### src/hdl/fjot_pkg.sv
// Shared types for the flat object tokenizer: transfer payloads, result kinds,
// error codes and the command word passed from the parser to the emitter.
// No dependencies.
package fjot_pkg;

  // Default depth of the held whitespace store.
  localparam int unsigned WS_PENDING_DEPTH_DFLT = 32;

  // Depth of the command queue between the parser and the emitter.
  localparam int unsigned CMD_FIFO_DEPTH = 4;

  // Operation codes of an input item.
  localparam logic OP_BYTE = 1'b0;
  localparam logic OP_END  = 1'b1;

  // Result kinds.
  typedef enum logic [2:0] {
    KIND_KEY      = 3'd0,
    KIND_KEY_END  = 3'd1,
    KIND_VAL      = 3'd2,
    KIND_PAIR_END = 3'd3,
    KIND_ACCEPT   = 3'd4,
    KIND_REJECT   = 3'd5
  } kind_e;

  // Reject reasons.
  typedef enum logic [3:0] {
    ERR_NONE        = 4'd0,
    ERR_BRACE       = 4'd1,
    ERR_QUOTE       = 4'd2,
    ERR_COLON       = 4'd3,
    ERR_COMMA_BRACE = 4'd4,
    ERR_OPEN_ESC    = 4'd5,
    ERR_BAD_ESC     = 4'd6,
    ERR_OPEN_STR    = 4'd7,
    ERR_TRAILING    = 4'd8,
    ERR_OVERFLOW    = 4'd9
  } err_e;

  // Commands for the emitter.
  typedef enum logic [1:0] {
    CMD_EMIT  = 2'd0,  // give one result, drop held whitespace
    CMD_HOLD  = 2'd1,  // store one whitespace byte, no result
    CMD_DRAIN = 2'd2   // give all held whitespace, then one value byte
  } cmd_e;

  // Input item.
  typedef struct packed {
    logic       operation;
    logic [7:0] data_byte;
  } fjot_in_t;

  // Result item.
  typedef struct packed {
    kind_e      kind;
    logic [7:0] out_byte;
    err_e       error_code;
    logic       last_of_run;
  } fjot_out_t;

  // Command word.
  typedef struct packed {
    cmd_e       op;
    kind_e      kind;
    logic [7:0] data;
    err_e       err;
  } cmd_t;

endpackage

### src/hdl/fjot_front.sv
// Parser front end: accepts input items, tracks the parse phase and turns each
// item into at most one command for the emitter. Depends on fjot_pkg.
module fjot_front #(
  parameter int unsigned WS_PENDING_DEPTH = fjot_pkg::WS_PENDING_DEPTH_DFLT
) (
  input  logic             clk_i,
  input  logic             rst_ni,
  input  logic             push,
  input  fjot_pkg::fjot_in_t in_item_i,
  output logic             full,
  output logic             cmd_valid_o,
  output fjot_pkg::cmd_t   cmd_o,
  input  logic             cmd_full_i
);
  import fjot_pkg::*;

  localparam int unsigned CW = $clog2(WS_PENDING_DEPTH + 1);

  localparam logic [7:0] CH_LBRACE = 8'h7B;
  localparam logic [7:0] CH_RBRACE = 8'h7D;
  localparam logic [7:0] CH_COLON  = 8'h3A;
  localparam logic [7:0] CH_COMMA  = 8'h2C;
  localparam logic [7:0] CH_QUOTE  = 8'h22;
  localparam logic [7:0] CH_BSLASH = 8'h5C;
  localparam logic [7:0] CH_SLASH  = 8'h2F;
  localparam logic [7:0] CH_BS     = 8'h08;
  localparam logic [7:0] CH_FF     = 8'h0C;
  localparam logic [7:0] CH_LF     = 8'h0A;
  localparam logic [7:0] CH_CR     = 8'h0D;
  localparam logic [7:0] CH_TAB    = 8'h09;
  localparam logic [7:0] CH_SPACE  = 8'h20;

  typedef enum logic [3:0] {
    PH_START,
    PH_OPEN,
    PH_KEY,
    PH_KEY_ESC,
    PH_AFTER_KEY,
    PH_BEFORE_VAL,
    PH_VSTR,
    PH_VSTR_ESC,
    PH_AFTER_VAL,
    PH_BARE,
    PH_AFTER_COMMA,
    PH_CLOSED,
    PH_FAILED
  } phase_e;

  phase_e        phase_q, phase_d;
  logic [CW-1:0] cnt_q, cnt_d;
  logic          accept;
  logic          ws;
  logic [7:0]    c;
  logic [8:0]    esc;

  function automatic logic is_ws(logic [7:0] b);
    is_ws = (b inside {[CH_TAB:CH_CR], CH_SPACE});
  endfunction

  // Top bit set marks an unsupported escape.
  function automatic logic [8:0] decode_escape(logic [7:0] b);
    case (b)
      CH_QUOTE, CH_BSLASH, CH_SLASH: decode_escape = {1'b0, b};
      8'h62:   decode_escape = {1'b0, CH_BS};
      8'h66:   decode_escape = {1'b0, CH_FF};
      8'h6E:   decode_escape = {1'b0, CH_LF};
      8'h72:   decode_escape = {1'b0, CH_CR};
      8'h74:   decode_escape = {1'b0, CH_TAB};
      default: decode_escape = {1'b1, 8'h00};
    endcase
  endfunction

  function automatic cmd_t mk(cmd_e op, kind_e k, logic [7:0] b, err_e e);
    cmd_t r;
    r.op   = op;
    r.kind = k;
    r.data = b;
    r.err  = e;
    mk = r;
  endfunction

  // The item is taken whenever the queue has room.
  assign full   = cmd_full_i;
  assign accept = push && !cmd_full_i;
  assign c      = in_item_i.data_byte;
  assign ws     = is_ws(c);
  assign esc    = decode_escape(c);

  // Phase transitions and command generation.
  always_comb begin
    phase_d     = phase_q;
    cnt_d       = cnt_q;
    cmd_valid_o = 1'b0;
    cmd_o       = mk(CMD_EMIT, KIND_KEY, 8'h00, ERR_NONE);
    if (accept) begin
      if (in_item_i.operation == OP_END) begin
        phase_d     = PH_START;
        cnt_d       = '0;
        cmd_valid_o = 1'b1;
        case (phase_q)
          PH_START, PH_CLOSED: cmd_o = mk(CMD_EMIT, KIND_ACCEPT, 8'h00, ERR_NONE);
          PH_OPEN, PH_AFTER_COMMA: cmd_o = mk(CMD_EMIT, KIND_REJECT, 8'h00, ERR_QUOTE);
          PH_KEY, PH_VSTR: cmd_o = mk(CMD_EMIT, KIND_REJECT, 8'h00, ERR_OPEN_STR);
          PH_KEY_ESC, PH_VSTR_ESC: cmd_o = mk(CMD_EMIT, KIND_REJECT, 8'h00, ERR_OPEN_ESC);
          PH_AFTER_KEY: cmd_o = mk(CMD_EMIT, KIND_REJECT, 8'h00, ERR_COLON);
          PH_BEFORE_VAL, PH_AFTER_VAL, PH_BARE: begin
            cmd_o = mk(CMD_EMIT, KIND_REJECT, 8'h00, ERR_COMMA_BRACE);
          end
          default: cmd_valid_o = 1'b0;
        endcase
      end else begin
        case (phase_q)
          PH_START: begin
            if (!ws) begin
              if (c == CH_LBRACE) begin
                phase_d = PH_OPEN;
              end else begin
                phase_d     = PH_FAILED;
                cmd_valid_o = 1'b1;
                cmd_o       = mk(CMD_EMIT, KIND_REJECT, 8'h00, ERR_BRACE);
              end
            end
          end
          PH_OPEN, PH_AFTER_COMMA: begin
            if (!ws) begin
              if (c == CH_RBRACE && phase_q == PH_OPEN) begin
                phase_d = PH_CLOSED;
              end else if (c == CH_QUOTE) begin
                phase_d = PH_KEY;
              end else begin
                phase_d     = PH_FAILED;
                cmd_valid_o = 1'b1;
                cmd_o       = mk(CMD_EMIT, KIND_REJECT, 8'h00, ERR_QUOTE);
              end
            end
          end
          PH_KEY, PH_VSTR: begin
            if (c == CH_QUOTE) begin
              phase_d     = (phase_q == PH_KEY) ? PH_AFTER_KEY : PH_AFTER_VAL;
              cmd_valid_o = 1'b1;
              cmd_o = mk(CMD_EMIT, (phase_q == PH_KEY) ? KIND_KEY_END : KIND_PAIR_END,
                         8'h00, ERR_NONE);
            end else if (c == CH_BSLASH) begin
              phase_d = (phase_q == PH_KEY) ? PH_KEY_ESC : PH_VSTR_ESC;
            end else begin
              cmd_valid_o = 1'b1;
              cmd_o = mk(CMD_EMIT, (phase_q == PH_KEY) ? KIND_KEY : KIND_VAL, c, ERR_NONE);
            end
          end
          PH_KEY_ESC, PH_VSTR_ESC: begin
            cmd_valid_o = 1'b1;
            if (esc[8]) begin
              phase_d = PH_FAILED;
              cmd_o   = mk(CMD_EMIT, KIND_REJECT, 8'h00, ERR_BAD_ESC);
            end else begin
              phase_d = (phase_q == PH_KEY_ESC) ? PH_KEY : PH_VSTR;
              cmd_o = mk(CMD_EMIT, (phase_q == PH_KEY_ESC) ? KIND_KEY : KIND_VAL,
                         esc[7:0], ERR_NONE);
            end
          end
          PH_AFTER_KEY: begin
            if (!ws) begin
              if (c == CH_COLON) begin
                phase_d = PH_BEFORE_VAL;
              end else begin
                phase_d     = PH_FAILED;
                cmd_valid_o = 1'b1;
                cmd_o       = mk(CMD_EMIT, KIND_REJECT, 8'h00, ERR_COLON);
              end
            end
          end
          PH_BEFORE_VAL: begin
            if (!ws) begin
              cmd_valid_o = 1'b1;
              if (c == CH_QUOTE) begin
                phase_d     = PH_VSTR;
                cmd_valid_o = 1'b0;
              end else if (c == CH_COMMA) begin
                phase_d = PH_AFTER_COMMA;
                cmd_o   = mk(CMD_EMIT, KIND_PAIR_END, 8'h00, ERR_NONE);
              end else if (c == CH_RBRACE) begin
                phase_d = PH_CLOSED;
                cmd_o   = mk(CMD_EMIT, KIND_PAIR_END, 8'h00, ERR_NONE);
              end else begin
                phase_d = PH_BARE;
                cnt_d   = '0;
                cmd_o   = mk(CMD_EMIT, KIND_VAL, c, ERR_NONE);
              end
            end
          end
          PH_AFTER_VAL: begin
            if (!ws) begin
              if (c == CH_COMMA) begin
                phase_d = PH_AFTER_COMMA;
              end else if (c == CH_RBRACE) begin
                phase_d = PH_CLOSED;
              end else begin
                phase_d     = PH_FAILED;
                cmd_valid_o = 1'b1;
                cmd_o       = mk(CMD_EMIT, KIND_REJECT, 8'h00, ERR_COMMA_BRACE);
              end
            end
          end
          PH_BARE: begin
            cmd_valid_o = 1'b1;
            if (c == CH_COMMA || c == CH_RBRACE) begin
              cnt_d   = '0;
              phase_d = (c == CH_COMMA) ? PH_AFTER_COMMA : PH_CLOSED;
              cmd_o   = mk(CMD_EMIT, KIND_PAIR_END, 8'h00, ERR_NONE);
            end else if (ws) begin
              if (cnt_q >= CW'(WS_PENDING_DEPTH)) begin
                phase_d = PH_FAILED;
                cnt_d   = '0;
                cmd_o   = mk(CMD_EMIT, KIND_REJECT, 8'h00, ERR_OVERFLOW);
              end else begin
                cnt_d = cnt_q + 1'b1;
                cmd_o = mk(CMD_HOLD, KIND_VAL, c, ERR_NONE);
              end
            end else begin
              cnt_d = '0;
              cmd_o = mk(CMD_DRAIN, KIND_VAL, c, ERR_NONE);
            end
          end
          PH_CLOSED: begin
            if (!ws) begin
              phase_d     = PH_FAILED;
              cmd_valid_o = 1'b1;
              cmd_o       = mk(CMD_EMIT, KIND_REJECT, 8'h00, ERR_TRAILING);
            end
          end
          default: phase_d = phase_q;
        endcase
      end
    end
  end

  // Phase and held whitespace count.
  always_ff @(posedge clk_i or negedge rst_ni) begin
    if (!rst_ni) begin
      phase_q <= PH_START;
      cnt_q   <= '0;
    end else begin
      phase_q <= phase_d;
      cnt_q   <= cnt_d;
    end
  end

endmodule

### src/hdl/fjot_cmd_fifo.sv
// Short command queue that decouples the parser from the emitter.
// Depends on fjot_pkg.
module fjot_cmd_fifo (
  input  logic           clk_i,
  input  logic           rst_ni,
  input  logic           push_i,
  input  fjot_pkg::cmd_t data_i,
  output logic           full_o,
  input  logic           pop_i,
  output logic           empty_o,
  output fjot_pkg::cmd_t data_o
);
  import fjot_pkg::*;

  localparam int unsigned AW = (CMD_FIFO_DEPTH > 1) ? $clog2(CMD_FIFO_DEPTH) : 1;
  localparam int unsigned NW = $clog2(CMD_FIFO_DEPTH + 1);

  cmd_t          entries_q [CMD_FIFO_DEPTH];
  logic [AW-1:0] wr_ptr_q, rd_ptr_q;
  logic [NW-1:0] count_q;
  logic          do_push, do_pop;

  assign full_o  = (count_q == NW'(CMD_FIFO_DEPTH));
  assign empty_o = (count_q == '0);
  assign data_o  = entries_q[rd_ptr_q];
  assign do_push = push_i && !full_o;
  assign do_pop  = pop_i && !empty_o;

  // Storage.
  always_ff @(posedge clk_i) begin
    if (do_push) begin
      entries_q[wr_ptr_q] <= data_i;
    end
  end

  // Pointers and fill level.
  always_ff @(posedge clk_i or negedge rst_ni) begin
    if (!rst_ni) begin
      wr_ptr_q <= '0;
      rd_ptr_q <= '0;
      count_q  <= '0;
    end else begin
      if (do_push) begin
        wr_ptr_q <= (wr_ptr_q == AW'(CMD_FIFO_DEPTH - 1)) ? '0 : wr_ptr_q + 1'b1;
      end
      if (do_pop) begin
        rd_ptr_q <= (rd_ptr_q == AW'(CMD_FIFO_DEPTH - 1)) ? '0 : rd_ptr_q + 1'b1;
      end
      count_q <= count_q + NW'(do_push) - NW'(do_pop);
    end
  end

  // The parser must never offer a command while the queue is full.
  a_no_push_when_full: assert property (@(posedge clk_i) disable iff (!rst_ni)
    !(push_i && full_o)) else $error("command pushed into a full queue");

  // The emitter must never take a command from an empty queue.
  a_no_pop_when_empty: assert property (@(posedge clk_i) disable iff (!rst_ni)
    !(pop_i && empty_o)) else $error("command popped from an empty queue");

  // A transfer in with none out raises the fill level by one.
  a_level_tracks: assert property (@(posedge clk_i) disable iff (!rst_ni)
    (do_push && !do_pop) |=> (count_q == $past(count_q) + 1'b1))
    else $error("queue fill level out of step");

endmodule

### src/hdl/fjot_back.sv
// Emitter back end: carries out commands, keeps the held whitespace store and
// drives the result register. Depends on fjot_pkg.
module fjot_back #(
  parameter int unsigned WS_PENDING_DEPTH = fjot_pkg::WS_PENDING_DEPTH_DFLT
) (
  input  logic                clk_i,
  input  logic                rst_ni,
  input  logic                cmd_empty_i,
  input  fjot_pkg::cmd_t      cmd_i,
  output logic                cmd_pop_o,
  output logic                empty,
  input  logic                pop,
  output fjot_pkg::fjot_out_t out_item_o
);
  import fjot_pkg::*;

  localparam int unsigned AW = (WS_PENDING_DEPTH > 1) ? $clog2(WS_PENDING_DEPTH) : 1;
  localparam int unsigned CW = $clog2(WS_PENDING_DEPTH + 1);

  typedef enum logic [1:0] {
    ST_IDLE,
    ST_PREP,
    ST_DRAIN
  } state_e;

  state_e        state_q, state_d;
  logic [CW-1:0] cnt_q, cnt_d;
  logic [CW-1:0] rd_ptr_q, rd_ptr_d;
  logic [7:0]    fin_byte_q, fin_byte_d;
  logic          out_vld_q, out_vld_d;
  fjot_out_t     out_q, out_d;
  logic          out_free;
  logic          wr_en;
  logic [AW-1:0] wr_addr, rd_addr;
  logic [7:0]    rd_data_q;
  logic [7:0]    ws_mem [WS_PENDING_DEPTH];

  assign out_free   = !out_vld_q || pop;
  assign empty      = !out_vld_q;
  assign out_item_o = out_q;
  assign wr_addr    = cnt_q[AW-1:0];
  assign rd_addr    = (rd_ptr_d < CW'(WS_PENDING_DEPTH)) ? rd_ptr_d[AW-1:0] : '0;

  // Command execution.
  always_comb begin
    state_d    = state_q;
    cnt_d      = cnt_q;
    rd_ptr_d   = rd_ptr_q;
    fin_byte_d = fin_byte_q;
    out_d      = out_q;
    out_vld_d  = out_vld_q && !pop;
    cmd_pop_o  = 1'b0;
    wr_en      = 1'b0;
    case (state_q)
      ST_IDLE: begin
        if (!cmd_empty_i) begin
          case (cmd_i.op)
            CMD_HOLD: begin
              cmd_pop_o = 1'b1;
              wr_en     = 1'b1;
              cnt_d     = cnt_q + 1'b1;
            end
            CMD_EMIT: begin
              if (out_free) begin
                cmd_pop_o         = 1'b1;
                cnt_d             = '0;
                out_vld_d         = 1'b1;
                out_d.kind        = cmd_i.kind;
                out_d.out_byte    = cmd_i.data;
                out_d.error_code  = cmd_i.err;
                out_d.last_of_run = 1'b1;
              end
            end
            CMD_DRAIN: begin
              cmd_pop_o  = 1'b1;
              fin_byte_d = cmd_i.data;
              state_d    = ST_PREP;
            end
            default: cmd_pop_o = 1'b1;
          endcase
        end
      end
      ST_PREP: begin
        // First store read is under way.
        state_d = ST_DRAIN;
      end
      ST_DRAIN: begin
        if (out_free) begin
          out_vld_d        = 1'b1;
          out_d.kind       = KIND_VAL;
          out_d.error_code = ERR_NONE;
          if (rd_ptr_q == cnt_q) begin
            out_d.out_byte    = fin_byte_q;
            out_d.last_of_run = 1'b1;
            cnt_d             = '0;
            rd_ptr_d          = '0;
            state_d           = ST_IDLE;
          end else begin
            out_d.out_byte    = rd_data_q;
            out_d.last_of_run = 1'b0;
            rd_ptr_d          = rd_ptr_q + 1'b1;
          end
        end
      end
      default: state_d = ST_IDLE;
    endcase
  end

  // Held whitespace store with registered read.
  always_ff @(posedge clk_i) begin
    if (wr_en) begin
      ws_mem[wr_addr] <= cmd_i.data;
    end
    rd_data_q <= ws_mem[rd_addr];
  end

  // Result payload and drain byte.
  always_ff @(posedge clk_i) begin
    out_q      <= out_d;
    fin_byte_q <= fin_byte_d;
  end

  // Control state.
  always_ff @(posedge clk_i or negedge rst_ni) begin
    if (!rst_ni) begin
      state_q   <= ST_IDLE;
      cnt_q     <= '0;
      rd_ptr_q  <= '0;
      out_vld_q <= 1'b0;
    end else begin
      state_q   <= state_d;
      cnt_q     <= cnt_d;
      rd_ptr_q  <= rd_ptr_d;
      out_vld_q <= out_vld_d;
    end
  end

  // The held count never passes the store depth.
  a_cnt_in_range: assert property (@(posedge clk_i) disable iff (!rst_ni)
    cnt_q <= CW'(WS_PENDING_DEPTH)) else $error("held whitespace count overflow");

  // The drain pointer never runs past the held count.
  a_ptr_le_cnt: assert property (@(posedge clk_i) disable iff (!rst_ni)
    rd_ptr_q <= cnt_q) else $error("drain pointer beyond held count");

  // Outside a drain the pointer rests at zero.
  a_ptr_idle: assert property (@(posedge clk_i) disable iff (!rst_ni)
    (state_q != ST_DRAIN) |-> (rd_ptr_q == '0)) else $error("drain pointer not parked");

endmodule

### src/hdl/flat_json_object_tokenizer_unit.sv
// Top level of the flat object tokenizer: parser front end, command queue and
// emitter back end. Depends on fjot_pkg, fjot_front, fjot_cmd_fifo, fjot_back.
//
//   Channel  Handshake        Payload
//   input    push / full      in_item_i  (operation, data_byte)
//   result   empty / pop      out_item_o (kind, out_byte, error_code, last_of_run)
//
// The parser takes one input item per cycle while the command queue has room.
// The emitter gives one result per cycle while results are taken and no drain
// is being prepared; a result passes the command queue, then the result register.
// Each later byte of an unquoted value first releases all held whitespace bytes.
// Reset clears the parse phase, the queue and the result valid flag at once.
// A stalled result side fills the queue and then raises full.
module flat_json_object_tokenizer_unit #(
  parameter int unsigned WS_PENDING_DEPTH = fjot_pkg::WS_PENDING_DEPTH_DFLT
) (
  input  logic                clk_i,
  input  logic                rst_ni,
  input  logic                push,
  output logic                full,
  input  fjot_pkg::fjot_in_t  in_item_i,
  output logic                empty,
  input  logic                pop,
  output fjot_pkg::fjot_out_t out_item_o
);
  import fjot_pkg::*;

  logic cmd_push, cmd_full, cmd_pop, cmd_empty;
  cmd_t cmd_in, cmd_out;

  // Parser.
  fjot_front #(
    .WS_PENDING_DEPTH(WS_PENDING_DEPTH)
  ) u_front (
    .clk_i      (clk_i),
    .rst_ni     (rst_ni),
    .push       (push),
    .in_item_i  (in_item_i),
    .full       (full),
    .cmd_valid_o(cmd_push),
    .cmd_o      (cmd_in),
    .cmd_full_i (cmd_full)
  );

  // Command queue.
  fjot_cmd_fifo u_fifo (
    .clk_i  (clk_i),
    .rst_ni (rst_ni),
    .push_i (cmd_push),
    .data_i (cmd_in),
    .full_o (cmd_full),
    .pop_i  (cmd_pop),
    .empty_o(cmd_empty),
    .data_o (cmd_out)
  );

  // Emitter.
  fjot_back #(
    .WS_PENDING_DEPTH(WS_PENDING_DEPTH)
  ) u_back (
    .clk_i      (clk_i),
    .rst_ni     (rst_ni),
    .cmd_empty_i(cmd_empty),
    .cmd_i      (cmd_out),
    .cmd_pop_o  (cmd_pop),
    .empty      (empty),
    .pop        (pop),
    .out_item_o (out_item_o)
  );

endmodule

### config.mk
export PLATFORM = sky130hd
export DESIGN_NAME = flat_json_object_tokenizer_unit
export DESIGN_NICKNAME = d
export VERILOG_FILES = /design/src/hdl/fjot_pkg.sv /design/src/hdl/fjot_front.sv /design/src/hdl/fjot_cmd_fifo.sv /design/src/hdl/fjot_back.sv /design/src/hdl/flat_json_object_tokenizer_unit.sv
export SDC_FILE = /design/constraint.sdc
export NUM_CORES = 1
export LEC_CHECK = 0
export ABC_AREA = 1
export BUFFER_PORTS_ARGS = -buffer_cell sky130_fd_sc_hd__clkbuf_2
export CELL_PAD_IN_SITES_DETAIL_PLACEMENT = 1
export CELL_PAD_IN_SITES_GLOBAL_PLACEMENT = 1
export CORE_MARGIN = 5
export CORE_UTILIZATION = 45
export CTS_BUF_LIST = sky130_fd_sc_hd__clkbuf_4 sky130_fd_sc_hd__clkbuf_8 sky130_fd_sc_hd__clkbuf_16
export DETAILED_ROUTE_END_ITERATION = 8
export PLACE_DENSITY = 0.84
export RECOVER_POWER = 50
export SETUP_SLACK_MARGIN = 0.2
export SYNTH_ARGS = -nofsm -noshare
export SYNTH_HDL_FRONTEND = slang
export SYNTH_HIERARCHICAL = 1
export SYNTH_SLANG_ARGS = --single-unit
### constraint.sdc
create_clock -name clk_i -period 4.1 [get_ports clk_i]
set_clock_uncertainty 0.15 [all_clocks]
set_input_delay 0.615 -clock clk_i [delete_from_list [all_inputs] [get_ports clk_i]]
set_output_delay 0.615 -clock clk_i [all_outputs]
set_load 0.03 [all_outputs]
==> impl_summary.md <==
STA
The pin slew with the least headroom to its limit is 2.29 ns. The post-layout minimum cycle time is 3.91 ns. The relative slew slack is -0.525. Setup repair after global routing could not meet its margin everywhere. The final hold slack is 0.330 ns.

The top achievable clock speed is 256 MHz. The setup TNS after final layout is 0 ns. After layout, the worst setup slack is 0.191 ns. Dividing the final minimum period by the clock period gives 0.953. The final max-slew violation count is 138. The final setup violation count is 0. The final-report hold violation count is 0.

Global route
Across every metal layer, demand over resource in global routing totals 0.243. The first global-routing pass estimated 88.7 mm of wire. The number of global-route vias before repair was 15600. Global routing finished with a remaining overflow of 0. The largest net degree at the start of global routing is 65. The number of antenna violations at the first check in global routing is 0.

Placement
The number of placed instances, taps included, is 2455. The count of input and output buffers is 30. Summed over all nets, the half-perimeter wirelength after detailed placement is 36.7 mm. At the placement stage, the worst setup path has a slack of 0.396 ns.

The final RePlAce weighted congestion is 0.873.

Setup path
The beginning of the critical path is u_fifo/rd_ptr_q[0]$_DFFE_PN0P_. The critical path required time is 4.13 ns. The startpoint identified for the worst register-to-register timing path is u_fifo/rd_ptr_q[0]$_DFFE_PN0P_. The critical path in this run is classified as reg -> reg. The setup check on the worst reg-to-reg path leaves a slack of 0.19 ns.

The critical path startpoint category is a register. The worst register-to-register path ends at u_back/ws_mem[17][1]$_DFFE_PP_. In this run the worst setup path terminates at u_back/ws_mem[17][1]$_DFFE_PP_. Of all nets on the critical path, the largest fanout is 33.

Measured in cells, the most critical reg-to-reg path has a length of 12. At the worst endpoint, the arrival time is 3.94 ns. The category of the worst setup path capture point is a register.

Logic synthesis
Counting distinct cell types in the post-synthesis netlist gives 43. By count the netlist is led by nand3_1 (393), nand2_1 (358), edfxtp_1 (348). The most frequent cell after synthesis is nand3_1.

The share of the synthesized area in the top cell type is 0.554. The most instantiated flip-flop cell in the synthesis netlist is edfxtp_1. When the netlist entered floorplanning its net count stood at 1947.

The mapped netlist covers 18900 um2. For this run, asynchronously set or reset flops after synthesis account for 0.0825. Counting flops and latches in the post-synthesis netlist gives 388. In this run the mean area of a mapped cell was 9.83 um2. The sequential area share after synthesis is 0.605.

The number of enable flip-flop cells after synthesis is 348. Sorting the synthesized cells by area gives the leading types as edfxtp_1 (55%), nand3_1 (10%), nand2_1 (7.1%), inv_1 (6.2%), dfrtp_1 (4.2%). The instance count of the mapped netlist is 1918. The synthesized design spends more area on one cell type than any other, namely edfxtp_1.

During synthesis, Yosys emitted a total of 6 warnings.

Drt
The first detailed-routing pass took 5 iterations. The count of nets left with antenna violations once routing finished came out at 0. The wire length reported by the detailed router is 57.1 mm. The number of DRC violations after detailed-routing iteration 0 is 1351. The wire length per cell is 22.6 um.

The via-per-instance ratio is 5.71. After detailed routing, the number of remaining DRC violations is 0. The via count is 14400.

Floorplanning
For this configuration, the core starts out at a cell density of 0.453. The core region area is 41700 um2. The die is 215 um wide. Measured along the y axis, the die boundary spans 215 um. The floorplan has 75 rows. The die area is 46100 um2. The I/O pin count is 31.

Clock tree
Clock-pin slew was measured on the worst setup and hold paths at 0.06 ns. The clock sink count is 388. The H-tree generated during clock tree synthesis spans 2 levels. The clock passes through at most 3 buffers. The tree is rooted in a clkbuf_16.

The clock latency on the worst-skew pair is 0.57 ns. The CTS buffer count is 41. TritonCTS built the clock tree.

Final layout
The count of fill cells added during filler insertion is 4702. The repair_antennas step left the layout with diodes totalling 0. The total number of nets in the final design is 1988.

The area growth from synthesis to layout is 10.3%. The number of standard cells in the final layout excluding fillers is 2530. The share of post-route cells with drive strength above 1 is 0.102.

Power
The maximum vdd drop is 415 uV. The total power density per cell area is 736 nW/um2. The leakage power of the design is 0.00874 uW.

Hold path
The worst hold path was traced through 3 stages. In this run the worst hold path is classified as in -> reg.

Outcome
The final reports fail on max-capacitance violations, max-slew violations. The run finished, with violations left.

Flow run
The max-capacitance violation count is 4.
==> how the worst min path moves through the flow <==
stage	to	slack (ns)	start
2_1_floorplan	u_back/cnt_q[0]$_DFFE_PN0P_	0.17	rst_ni
3_3_place_gp	u_front/cnt_q[4]$_DFFE_PN0P_	0.33	u_front/cnt_q[4]$_DFFE_PN0P_
3_5_place_dp	u_front/cnt_q[4]$_DFFE_PN0P_	0.36	u_front/cnt_q[4]$_DFFE_PN0P_
4_1_cts	u_front/phase_q[0]$_DFFE_PN0P_	0.04	rst_ni
5_1_grt	u_fifo/entries_q[2][10]$_DFFE_PP_	0.34	in_item_i[6]
6_report	u_fifo/entries_q[0][10]$_DFFE_PP_	0.33	in_item_i[6]
==> layout by cell type (no fill, tap or decap), types with 2 or more instances in the layout <==
| master | count |
|---|---|
| nand3_1 | 394 |
| nand2_4 | 7 |
| nor2_2 | 22 |
| bufinv_16 | 3 |
| clkbuf_2 | 13 |
| buf_4 | 37 |
| nand2_2 | 19 |
| o21ai_0 | 11 |
| dfxtp_1 | 8 |
| clkinv_1 | 8 |
| o21ai_1 | 4 |
| buf_12 | 3 |
| nand2_1 | 360 |
| nand3_2 | 5 |
| xor2_1 | 5 |
| nor2_1 | 106 |
| o211ai_1 | 32 |
| inv_1 | 311 |
| or2_2 | 3 |
| inv_4 | 2 |
| clkbuf_16 | 42 |
| a31oi_1 | 4 |
| nand3b_1 | 66 |
| a21oi_1 | 26 |
| clkbuf_1 | 29 |
| clkbuf_4 | 14 |
| nor3b_1 | 2 |
| nor2_4 | 4 |
| clkinv_2 | 5 |
| inv_2 | 14 |
| ha_1 | 15 |
| dfrtp_1 | 31 |
| nand4_1 | 9 |
| nor3_1 | 13 |
| o211ai_2 | 2 |
| edfxtp_1 | 348 |
| nor4_1 | 2 |
==> worst max-delay path, stage by stage, from the launching register on <==
cell,delay (ns)
dfrtp_2,0.72
o211ai_1,0.22
nand2_1,0.17
nor2_1,0.09
inv_1,0.11
nor2_1,0.09
nor2_1,0.15
nor2_1,0.10
nor3_4,0.37
inv_2,0.16
nor2_4,0.24
nand2_2,0.29
nor2_1,0.66
==> report_power, final <==
part           total (uW)  internal [uW]  switching [uW]
registers            6000           5630             373
clock network        3720           2180            1540
logic                5590           1230            4360
==> layout make-up <==
class	instances	area, um2	area share
sequential	388	11400	0.548
tap	539	674	0.0324
clock inverter	19	183	0.00878
clock buffer	56	1160	0.0556
multi-input combinational	1118	5640	0.271
timing repair buffer	82	512	0.0246
inverter	328	1240	0.0594
==> kinds of logic after synthesis <==
family	share of synthesized area
AO/OA/AOI/OAI	0.0279
XOR/XNOR	0.00232
adder cells (fa/ha/maj)	0.0110
buffers and inverters	0.0957
flip-flops	0.605
AND/OR/NAND/NOR	0.258
==> metal layers <==
| layer | routed length, um | GRT usage | vias to the layer above |
|---|---|---|---|
| li1 | - | - | 6487 |
| met1 | 22100 | 0.296 | 7260 |
| met2 | 29100 | 0.427 | 552 |
| met3 | 3430 | 0.0428 | 149 |
| met4 | 2440 | 0.102 | 0 |
| met5 | 0 | 0 | - |
==> through the flow <==
stage           util  area (um2)  power (uW)
6_report       0.499       20800       15300
5_1_grt        0.499       20800       16000
4_1_cts        0.502       20900       15400
3_5_place_dp   0.469       19600       11500
3_3_place_gp   0.469       19600       11200
2_1_floorplan      -       18900        9550
==> flip-flops by register name, indices dropped and copies added, names as in the netlist <==
signal / count
u_back/state_q: 2
u_back/out_vld_q: 1
u_front/cnt_q: 6
u_fifo/wr_ptr_q: 2
u_fifo/count_q: 3
u_back/out_item_o: 16
u_back/fin_byte_q: 8
u_back/cnt_q: 6
u_fifo/rd_ptr_q: 2
u_fifo/entries_q: 68
u_back/rd_ptr_q: 6
u_back/ws_mem: 256
u_front/phase_q: 4
u_back/rd_data_q: 8
==> what timing repair did <==
action | CTS | global route
gates resized for setup | 0 | 13
setup endpoints to repair | 0 | 120
setup buffers | 0 | 0
hold buffers | 0 | 0
(Power assumes the default switching activity.)
